$ cat src/rtl/chtm_pkg.sv
`timescale 1ns / 1ps

package chtm_pkg;

  // Field widths fixed by the interface
  localparam int CMD_W       = 3;
  localparam int SLOT_W      = 6;
  localparam int THRESH_W    = 16;
  localparam int SECONDS_W   = 16;
  localparam int CFG_INDEX_W = 8;

  // Parameter defaults
  localparam int MAX_CLIENTS_DEF = 64;
  localparam int COUNT_WIDTH_DEF = 16;

  // Command codes
  localparam logic [CMD_W-1:0] CMD_TICK       = 3'd0;
  localparam logic [CMD_W-1:0] CMD_REGISTER   = 3'd1;
  localparam logic [CMD_W-1:0] CMD_UNREGISTER = 3'd2;
  localparam logic [CMD_W-1:0] CMD_HEARTBEAT  = 3'd3;
  localparam logic [CMD_W-1:0] CMD_CLEAR      = 3'd4;

  // Configuration register indexes
  localparam logic [CFG_INDEX_W-1:0] REG_WARNING = 8'd0;
  localparam logic [CFG_INDEX_W-1:0] REG_KICK    = 8'd1;

  // Reset values of the thresholds
  localparam logic [THRESH_W-1:0] WARNING_RESET = 16'd5;
  localparam logic [THRESH_W-1:0] KICK_RESET    = 16'd10;

  // Report kinds
  localparam logic KIND_LAG  = 1'b0;
  localparam logic KIND_KICK = 1'b1;

  // One report waiting for the output register
  typedef struct packed {
    logic [SLOT_W-1:0]    slot;
    logic                 kind;
    logic [SECONDS_W-1:0] seconds;
  } report_t;

endpackage

$ cat src/rtl/chtm_ram.sv
`timescale 1ns / 1ps

// Simple dual-port RAM, one write and one registered read per cycle
module chtm_ram #(
  parameter int WIDTH = 16,
  parameter int DEPTH = 64
) (
  input  logic                                 clk,
  input  logic                                 we,
  input  logic [((DEPTH > 1) ? $clog2(DEPTH) : 1)-1:0] waddr,
  input  logic [WIDTH-1:0]                     wdata,
  input  logic                                 re,
  input  logic [((DEPTH > 1) ? $clog2(DEPTH) : 1)-1:0] raddr,
  output logic [WIDTH-1:0]                     rdata
);

  logic [WIDTH-1:0] mem [DEPTH];

  always_ff @(posedge clk) begin
    if (we) begin
      mem[waddr] <= wdata;
    end
    if (re) begin
      rdata <= mem[raddr];
    end
  end

endmodule

$ cat src/rtl/client_heartbeat_timeout_monitor.sv
`timescale 1ns / 1ps

// Heartbeat timeout monitor for up to MAX_CLIENTS client slots.
// Command channel (in_valid/in_ready, command, client_slot): register,
// unregister, heartbeat and clear edit the slot table and give no report.
// A tick walks all slots once, one slot per cycle while the receiver keeps
// up, through the idle-counter RAM (read slot n+1 while slot n is updated
// and written back), and holds in_ready low until it is done; the last
// beat of a tick is registered in the finish state.
// Report channel (out_valid/out_ready): one beat per lagging or kicked
// slot in ascending slot order; last_report marks the final beat of a tick.
// One report is held back until the next is found, so the last one can be
// flagged; a tick with no reports gives no beats.
// When the receiver stalls, the scan pauses on the slot that needs the
// output; nothing is dropped.
// Config channel (cfg_valid/cfg_ready, cfg_index, cfg_data) is always ready;
// write only while the block is idle. Unknown indexes are ignored.
// Reset: all slots empty, thresholds back to warning 5 and kick 10. No
// clearing pass is needed; a counter is always written when its slot
// becomes valid.
module client_heartbeat_timeout_monitor #(
  parameter int MAX_CLIENTS = chtm_pkg::MAX_CLIENTS_DEF,
  parameter int COUNT_WIDTH = chtm_pkg::COUNT_WIDTH_DEF
) (
  input  logic                               clk,
  input  logic                               rst,
  // command channel
  input  logic                               in_valid,
  output logic                               in_ready,
  input  logic [chtm_pkg::CMD_W-1:0]         command,
  input  logic [chtm_pkg::SLOT_W-1:0]        client_slot,
  // report channel
  output logic                               out_valid,
  input  logic                               out_ready,
  output logic [chtm_pkg::SLOT_W-1:0]        report_slot,
  output logic                               report_kind,
  output logic [chtm_pkg::SECONDS_W-1:0]     idle_seconds,
  output logic                               last_report,
  // configuration channel
  input  logic                               cfg_valid,
  output logic                               cfg_ready,
  input  logic [chtm_pkg::CFG_INDEX_W-1:0]   cfg_index,
  input  logic [chtm_pkg::THRESH_W-1:0]      cfg_data
);

  localparam int AW    = (MAX_CLIENTS > 1) ? $clog2(MAX_CLIENTS) : 1;
  localparam int PW    = $clog2(MAX_CLIENTS + 1);
  localparam int CMP_W = (COUNT_WIDTH > chtm_pkg::THRESH_W) ? COUNT_WIDTH
                                                             : chtm_pkg::THRESH_W;

  localparam logic [1:0] ST_IDLE   = 2'd0;
  localparam logic [1:0] ST_SCAN   = 2'd1;
  localparam logic [1:0] ST_FINISH = 2'd2;

  logic [1:0]                    state;
  logic [MAX_CLIENTS-1:0]        slot_valid;
  logic [chtm_pkg::THRESH_W-1:0] warning_threshold;
  logic [chtm_pkg::THRESH_W-1:0] kick_threshold;

  // scan pointer and slot whose counter is on the RAM output
  logic [PW-1:0]                 rptr;
  logic                          proc_valid;
  logic [AW-1:0]                 proc_slot;

  // held-back report
  logic                          pend_valid;
  chtm_pkg::report_t             pend;

  // RAM port signals
  logic                          ram_we;
  logic [AW-1:0]                 ram_waddr;
  logic [COUNT_WIDTH-1:0]        ram_wdata;
  logic                          ram_re;
  logic [AW-1:0]                 ram_raddr;
  logic [COUNT_WIDTH-1:0]        ram_rdata;

  // scan datapath
  logic [COUNT_WIDTH-1:0]        count_inc;
  logic [CMP_W-1:0]              count_cmp;
  logic                          is_kick;
  logic                          is_lag;
  logic                          live;
  logic                          hit;
  logic                          out_free;
  logic                          stall;
  logic                          scan_more;
  logic                          out_load;
  chtm_pkg::report_t             found;

  logic                          in_beat;
  logic                          in_range;
  logic [AW-1:0]                 in_idx;

  chtm_ram #(
    .WIDTH (COUNT_WIDTH),
    .DEPTH (MAX_CLIENTS)
  ) u_count_ram (
    .clk   (clk),
    .we    (ram_we),
    .waddr (ram_waddr),
    .wdata (ram_wdata),
    .re    (ram_re),
    .raddr (ram_raddr),
    .rdata (ram_rdata)
  );

  assign in_ready  = (state == ST_IDLE);
  assign cfg_ready = 1'b1;
  assign in_beat   = in_valid && in_ready;
  assign in_range  = ({2'b00, client_slot} < 8'(MAX_CLIENTS));
  assign in_idx    = AW'(client_slot);

  // increment and threshold compare for the slot under update
  assign count_inc = ram_rdata + COUNT_WIDTH'(1);
  assign count_cmp = CMP_W'(count_inc);
  assign is_kick   = (count_cmp == CMP_W'(kick_threshold));
  assign is_lag    = (count_cmp >= CMP_W'(warning_threshold));
  assign live      = proc_valid && slot_valid[proc_slot];
  assign hit       = live && (is_kick || is_lag);
  assign out_free  = !out_valid || out_ready;
  assign stall     = hit && pend_valid && !out_free;
  assign scan_more = (rptr < PW'(MAX_CLIENTS));

  // held-back report moves to the output register this cycle
  assign out_load  = ((state == ST_SCAN) && !stall && hit && pend_valid) ||
                     ((state == ST_FINISH) && pend_valid && out_free);

  always_comb begin
    found.slot    = chtm_pkg::SLOT_W'(proc_slot);
    found.kind    = is_kick ? chtm_pkg::KIND_KICK : chtm_pkg::KIND_LAG;
    found.seconds = chtm_pkg::SECONDS_W'(count_inc);
  end

  // RAM port control: table edits when idle, write-back and read-ahead in scan
  always_comb begin
    ram_we    = 1'b0;
    ram_waddr = proc_slot;
    ram_wdata = count_inc;
    ram_re    = 1'b0;
    ram_raddr = AW'(rptr);
    if (state == ST_IDLE) begin
      ram_waddr = in_idx;
      ram_wdata = '0;
      if (in_beat && in_range) begin
        if (command == chtm_pkg::CMD_REGISTER) begin
          ram_we = 1'b1;
        end else if (command == chtm_pkg::CMD_HEARTBEAT) begin
          ram_we = slot_valid[in_idx];
        end
      end
    end else if (state == ST_SCAN && !stall) begin
      ram_we = live;
      ram_re = scan_more;
    end
  end

  // configuration registers
  always_ff @(posedge clk) begin
    if (rst) begin
      warning_threshold <= chtm_pkg::WARNING_RESET;
      kick_threshold    <= chtm_pkg::KICK_RESET;
    end else if (cfg_valid && cfg_ready) begin
      if (cfg_index == chtm_pkg::REG_WARNING) begin
        warning_threshold <= cfg_data;
      end else if (cfg_index == chtm_pkg::REG_KICK) begin
        kick_threshold <= cfg_data;
      end
    end
  end

  // sequencer, slot table and report queue
  always_ff @(posedge clk) begin
    if (rst) begin
      state      <= ST_IDLE;
      slot_valid <= '0;
      rptr       <= '0;
      proc_valid <= 1'b0;
      pend_valid <= 1'b0;
      out_valid  <= 1'b0;
    end else begin
      if (out_load) begin
        out_valid <= 1'b1;
      end else if (out_valid && out_ready) begin
        out_valid <= 1'b0;
      end
      unique case (state)
        ST_IDLE: begin
          if (in_beat) begin
            case (command)
              chtm_pkg::CMD_TICK: begin
                state      <= ST_SCAN;
                rptr       <= '0;
                proc_valid <= 1'b0;
              end
              chtm_pkg::CMD_REGISTER: begin
                if (in_range) begin
                  slot_valid[in_idx] <= 1'b1;
                end
              end
              chtm_pkg::CMD_UNREGISTER: begin
                if (in_range) begin
                  slot_valid[in_idx] <= 1'b0;
                end
              end
              chtm_pkg::CMD_CLEAR: begin
                slot_valid <= '0;
              end
              default: begin
              end
            endcase
          end
        end
        ST_SCAN: begin
          if (!stall) begin
            if (hit) begin
              // previous report goes out now that another one follows
              if (pend_valid) begin
                report_slot  <= pend.slot;
                report_kind  <= pend.kind;
                idle_seconds <= pend.seconds;
                last_report  <= 1'b0;
              end
              pend_valid <= 1'b1;
              pend       <= found;
            end
            if (scan_more) begin
              proc_valid <= 1'b1;
              proc_slot  <= AW'(rptr);
              rptr       <= rptr + PW'(1);
            end else begin
              proc_valid <= 1'b0;
              state      <= ST_FINISH;
            end
          end
        end
        ST_FINISH: begin
          if (!pend_valid) begin
            state <= ST_IDLE;
          end else if (out_free) begin
            report_slot  <= pend.slot;
            report_kind  <= pend.kind;
            idle_seconds <= pend.seconds;
            last_report  <= 1'b1;
            pend_valid   <= 1'b0;
            state        <= ST_IDLE;
          end
        end
        default: begin
          state <= ST_IDLE;
        end
      endcase
    end
  end

endmodule
$ cat config.mk
export PLATFORM = sky130hd
export DESIGN_NAME = client_heartbeat_timeout_monitor
export DESIGN_NICKNAME = d
export VERILOG_FILES = /design/src/rtl/chtm_pkg.sv /design/src/rtl/chtm_ram.sv /design/src/rtl/client_heartbeat_timeout_monitor.sv
export SDC_FILE = /design/constraint.sdc
export NUM_CORES = 1
export LEC_CHECK = 0
export ABC_CLOCK_PERIOD_IN_PS = 8600
export BUFFER_PORTS_ARGS = -buffer_cell sky130_fd_sc_hd__buf_2
export CAP_MARGIN = 20
export CORE_ASPECT_RATIO = 1.75
export CORE_MARGIN = 10
export CORE_UTILIZATION = 50
export DETAILED_ROUTE_END_ITERATION = 6
export PLACE_DENSITY = 0.77
export SLEW_MARGIN = 25
export SYNTH_ARGS = -nofsm -noshare
export SYNTH_HDL_FRONTEND = slang
export SYNTH_SLANG_ARGS = --single-unit
export TNS_END_PERCENT = 30
$ cat constraint.sdc
create_clock -name clk -period 8.6 [get_ports clk]
set_input_delay 0.86 -clock clk [delete_from_list [all_inputs] [get_ports clk]]
set_output_delay 0.86 -clock clk [all_outputs]
set_load 0.005 [all_outputs]
# After elaboration in Yosys (flattened, before gate mapping)

Memories as Yosys holds them, arrays and structs flattened. A register that Yosys moved wholly into a read port is not among the register bits.
Index checks and enable logic that the tools add are counted.

Register bits after elaboration: 161
Bits in writable memories: 1024
Output and inout bits: 27
Memories: 1

Memory list:

| name            | depth | width | rd ports | clocked after Yosys merged registers in | write ports | line           | RTL |
|---|---|---|---|---|---|---|---|
| u_count_ram.mem | 64    | 16    | 1        | 1                                       | 1           | chtm_ram.sv:17 | `logic [WIDTH-1:0] mem [DEPTH];` |

$add $sub $neg: 2
Magnitude comparators: 5
Equal/unequal tests: 18
Mux-type cells: 67
Bitwise operators: 6
Reductions and logical operators: 35

Operator list:

| cell                                                                          | number |
|---|---|
| 64-bit case mux with 3 select lines                                           | 1 |
| 16-bit two-way mux                                                            | 6 |
| 64-bit bitwise AND                                                            | 1 |
| 64-bit NOT                                                                    | 1 |
| 64-bit OR                                                                     | 1 |
| 6-bit two-way mux                                                             | 6 |
| 1-bit two-way mux                                                             | 33 |
| 16-bit case mux with 2 select lines                                           | 1 |
| 7-bit two-way mux                                                             | 4 |
| 16-bit by 1-bit adder with 16-bit output (second input constant)              | 1 |
| 16-bit equality test                                                          | 1 |
| 16-bit greater-or-equal comparator                                            | 1 |
| 6-bit by 7-bit less-than comparator with 1-bit output (second input constant) | 2 |
| 2-bit inequality test (second input constant)                                 | 7 |
| 7-bit case mux with 2 select lines                                            | 1 |
| 1-bit binary-select mux with 6-bit select                                     | 2 |
| 1-bit logical AND                                                             | 12 |
| 2-bit two-way mux                                                             | 6 |
| 6-bit case mux with 2 select lines                                            | 1 |
| 4-bit AND reduction                                                           | 3 |
| 5-bit AND reduction                                                           | 2 |
| 3-bit AND reduction                                                           | 3 |
| 8-bit by 1-bit equality test with 1-bit output (second input constant)        | 1 |
| 8-bit zero test                                                               | 1 |
| other kinds (22)                                                              | 35 |

# Longest topological paths before layout

Depth after elaboration: 12
Mapped depth: 16
Mapped depth without buffers: 14

# Modules after synthesis

A second synthesis with hierarchy kept.

Cell total of the unflattened synthesis: 2749
Area, all modules: 48962.0 um^2

Modules (own cells, without submodules):

| module                           | times used | cells each | area an instance (um^2) | seq. area each (um^2) |
|---|---|---|---|---|
| chtm_ram                         | 1          | 1820       | 40138.5                 | 31230.0 |
| client_heartbeat_timeout_monitor | 1          | 929        | 8823.5                  | 3753.6 |

# Least setup slack after synthesis

OpenSTA, ideal clock, no wires.

Path type: reg-to-reg
Start: register u_count_ram.rdata[0], read port of u_count_ram.mem
End: memory u_count_ram.mem[10][0] (enable)
Library setup time: 409 ps
Data arrival time: 4631 ps
Data required time: 8191 ps
Setup slack: 3560 ps
Stages on the path, launching flop included: 16
Path buffers: 1
Period minus slack after synthesis: 5040 ps
Path through: edfxtp_1 > ha_1 > nand3_1 > nor2_1 > and3_1 > xor2_1 > ha_1 > or2_2 > a211oi_1 > nor3_1 > a211oi_2 > o31ai_4 > a2111oi_4 > nor2_4 > buf_6 > nor3_1

Cells in the longest elaborated chain, start to end: 12

RTL lines:

| what                                                                       | line                                                                             | RTL |
|---|---|---|
| from (decl)                                                                | chtm_ram.sv:14                                                                   | `output logic [WIDTH-1:0] rdata` |
| 16-bit by 1-bit adder with 16-bit output *                                 | client_heartbeat_timeout_monitor.sv:114                                          | `assign count_inc = ram_rdata + COUNT_WIDTH'(1);` |
| net count_cmp[12]                                                          | client_heartbeat_timeout_monitor.sv:79                                           | `logic [CMP_W-1:0] count_cmp;` |
| 16-bit greater-or-equal comparator or 16-bit equality test (tied branches) | client_heartbeat_timeout_monitor.sv:117, client_heartbeat_timeout_monitor.sv:116 |  |
| 1-bit logical OR *                                                         | client_heartbeat_timeout_monitor.sv:119                                          | `assign hit = live && (is_kick \|\| is_lag);` |
| 1-bit logical AND *                                                        | client_heartbeat_timeout_monitor.sv:119                                          |  |
| 1-bit logical AND * (2 in series)                                          | client_heartbeat_timeout_monitor.sv:121                                          | `assign stall = hit && pend_valid && !out_free;` |
| 1-bit zero test *                                                          | -                                                                                |  |
| 1-bit logical AND *                                                        | client_heartbeat_timeout_monitor.sv:151                                          | `end else if (state == ST_SCAN && !stall) begin` |
| 1-bit two-way mux *                                                        | client_heartbeat_timeout_monitor.sv:151                                          |  |
| 1-bit two-way mux *                                                        | client_heartbeat_timeout_monitor.sv:141                                          | `if (state == ST_IDLE) begin` |
| 1-bit two-way mux *                                                        | chtm_ram.sv:20                                                                   | `if (we) begin` |
| 1-bit two-way mux (not written as such) *                                  | chtm_ram.sv:21                                                                   | `mem[waddr] <= wdata;` |
| to (decl)                                                                  | chtm_ram.sv:17                                                                   |  |

The timed path passes the listed nets; every way through them passes the cells marked *.

# Worst setup path after layout

Start: register u_count_ram.rdata[0], read port of u_count_ram.mem
End: memory u_count_ram.mem[1][2] (enable)

The elaborated chain is that of the path after synthesis.

==> flow_summary.ini <==
[worst_setup_path]
start_kind = flip-flop
setup.worst_path.end_class = flip-flop
crit_type = flip-flop to flip-flop
crit_arrival_ns = 6.37
worst_ep_required_time_ns = 8.90
cp_max_fo = 47

[routing]
drc = 2
drt_iter0_drc = 3078
ant_nets = 0
firstDrtPassIters = 7
vias_per_cell = 6.69
wl_met1_mm = 40.7
wl_met2_mm = 64.0
wl_met3_mm = 10.6
wl_per_cell_microns = 32.9
drt-total-wl_mm = 124
top_layer = met5
num_vias = 25300

[power_and_ir_drop]
p_clk_share_pct = 34.8
powerDensity_nw_per_um2 = 243
combPwrFrac_pct = 12.6
vdd.ir_drop.worst_v = 0.000204
p_seq_share_pct = 52.6
p_sw_mw = 3.44
switching_share_pct = 26.3
p_int_mw = 9.65
p_leak_nw = 16.8

[run_status]
violations = DRC
status = finished, violations left

[timing]
setup_violations = 0
slew_violations = 0
rsz0062_at_grt = no
finalHoldViolations = 0
finalCritPeriodShare_pct = 70.5
fmax_mhz = 165
tightest_slew_ns = 1.10
timing.hold.ws_ns = 0.405
skew_ns = 0.0432
relSlewSlack_pct = 26.6
fin_crit_ns = 6.07
setup_tns_ns = 0

[synthesis]
synth_edf_count = 1093
ys_warn_count = 0
yosys-top-cells-count = edfxtp_1 (1093), mux4_2 (362), dfxtp_1 (108), clkbuf_1 (97), a21oi_1 (84)
async_reset_ff_share_pct = 0
ys_seq_area_share_pct = 72.5
yosysUniqueCellTypes = 70
synth_top_area_share_pct = 68.0
synth_most_common_cell = edfxtp_1
syn_area_sq_um = 48300
yosys.area.top_type = edfxtp_1
syn_nets = 2476
synthTopCellsByArea = edfxtp_1 (68%), mux4_2 (17%), dfxtp_1 (4.5%)
synth-seq-cells = 1201
synth_area_per_cell_sq_um = 20.0
netlist_instances = 2417
synth_ff_type = edfxtp_1

[cts]
clk_path_buf_depth = 3
numCtsBuffers = 98
root_buffer = clkbuf_16
cts_setup_buffers = 0
clkTransAtPathRegs_ns = 0.07
holdBufCountCts = 0
h-tree-depth = 3
cts.sinks = 1201
insertion_delay_ns = 0.72
cts_tree = done
postCtsResizedCells = 0

[placed_design]
gp_congestion = 0.947
detailed_place_hpwl_mm = 75.6
port_buffers = 63

[floorplan]
ios = 65
dieArea_sq_um = 110000
coreArea_sq_um = 95700
start_util_pct = 50.4
die_h_microns = 431
die_w_microns = 255
num_rows = 150

[flow_run]
cap_violations = 0

[global_route]
grt_pass1_vias = 25400
grt_max_degree = 130
antenna_found_initial = 3
grt_overflow = 0
grt_usage_pct = 22.7
grt_first_pass_wirelength_mm = 182

[worst_hold_path]
hp-class = primary input to flip-flop

[layout]
fin_nets = 2537
area_delta_synth_final_pct = 11.8
drive_gt1_share_pct = 29.2
==> power groups by stage <==
stage               Sequential [mW]  Combinational, mW  Clock [mW]
floorplan                      7.00              0.796           0
global placement               7.01               1.52           0
detailed placement             7.01               1.60           0
CTS                            6.89               1.60        4.58
global route                   6.89               1.71        4.79
finish                         6.88               1.65        4.55
==> cell usage in the layout (no fill, tap or decap), types with 6 or more instances in the layout <==
master	count
clkbuf_1	23
xor2_1	11
nand2b_1	7
nand3_1	12
nor2_1	61
edfxtp_1	1093
inv_1	31
mux4_2	362
dfxtp_1	104
clkbuf_16	99
o21ai_0	80
a211oi_1	72
nor2b_4	11
nand4_1	14
nor2_4	7
clkinvlp_4	9
ha_1	20
nor3_2	16
nand2_2	7
xnor2_1	19
nand2_1	41
clkinv_4	7
bufinv_16	9
buf_4	39
mux2_2	12
nor2b_1	11
nor3_1	6
clkinv_1	13
a21oi_1	84
mux2i_1	44
clkinv_2	10
nor3_4	50
buf_2	63
==> worst max-delay path, stage by stage (launching register included) <==
cell and delay [ns]:
edfxtp_1 0.53, ha_1 0.29, nand3_1 0.31, nor2_1 0.45
and3_1 0.26, xor2_1 0.28, ha_1 0.30, or2_2 0.28
a211oi_1 0.27, nor3_1 0.12, a211oi_2 0.23, o31ai_4 0.21
a2111oi_4 0.43, nor2_4 0.24, buf_6 0.45, nor3_4 0.86
==> path summary, 6_finish.rpt <==
path,start,cells past startpoint,end,slack (ns)
worst max-delay path,u_count_ram.rdata[0]$_DFFE_PP_,15,u_count_ram.mem[1][2]$_DFFE_PP_,2.53
worst min-delay path,cfg_data[9],3,kick_threshold[9]$_SDFFE_PP0P_,0.41
worst min register to register,pend[18]$_DFFE_PP_,0,report_slot[1]$_DFFE_PP_,0.42
worst max register to register,u_count_ram.rdata[0]$_DFFE_PP_,15,u_count_ram.mem[1][2]$_DFFE_PP_,2.53
==> cell families (layout without fill, tap and decap cells) <==
family          count (synthesis)  after routing  share of synthesized area [%]
compound gates                278            278                           3.60
flops                        1201           1201                           72.5
buf+inv                       181            323                           1.56
mux                           418            418                           18.1
other cells                     1              6                        0.00777
simple gates                  285            285                           3.08
xor+xnor                       32             32                          0.625
fa+ha+maj                      21             21                          0.545
==> per-layer routing <==
metal / vias up / track usage, %
met4: 4 / 14.7
met5: - / 0
li1: 10200 / -
met2: 1784 / 38.4
met3: 359 / 3.32
met1: 13000 / 26.9
==> final cells by class <==
| cell class | instances | area, sq um |
|---|---|---|
| Fill cell | 6675 | 41800 |
| Sequential cell | 1201 | 35000 |
| Multi-Input combinational cell | 1035 | 13300 |
| Clock buffer | 122 | 2560 |
| Tap cell | 1216 | 1520 |
| Timing Repair Buffer | 111 | 761 |
| Clock inverter | 59 | 648 |
| Inverter | 31 | 116 |
| Antenna cell | 5 | 12.5 |
==> registers in the layout (all words and copies together) (netlist names), 6 cells and up <==
signal	count
proc_slot	6
report_slot	6
slot_valid	64
warning_threshold	16
kick_threshold	16
rptr	7
pend	23
idle_seconds	16
u_count_ram.mem	1024
u_count_ram.rdata	16
==> through the flow <==
step	cells	power [mW]	util, %	cell area, sq um	setup WS [ns]
finish	3780	13.1	56.4	53900	2.53
global route	3775	13.4	56.3	53900	2.22
CTS	3771	13.1	56.1	53700	2.16
detailed placement	3590	8.61	52.7	50400	2.24
global placement	3590	8.53	52.5	50300	2.59
floorplan	2417	7.80	-	48300	3.56
Power figures use the tool's default switching activity.
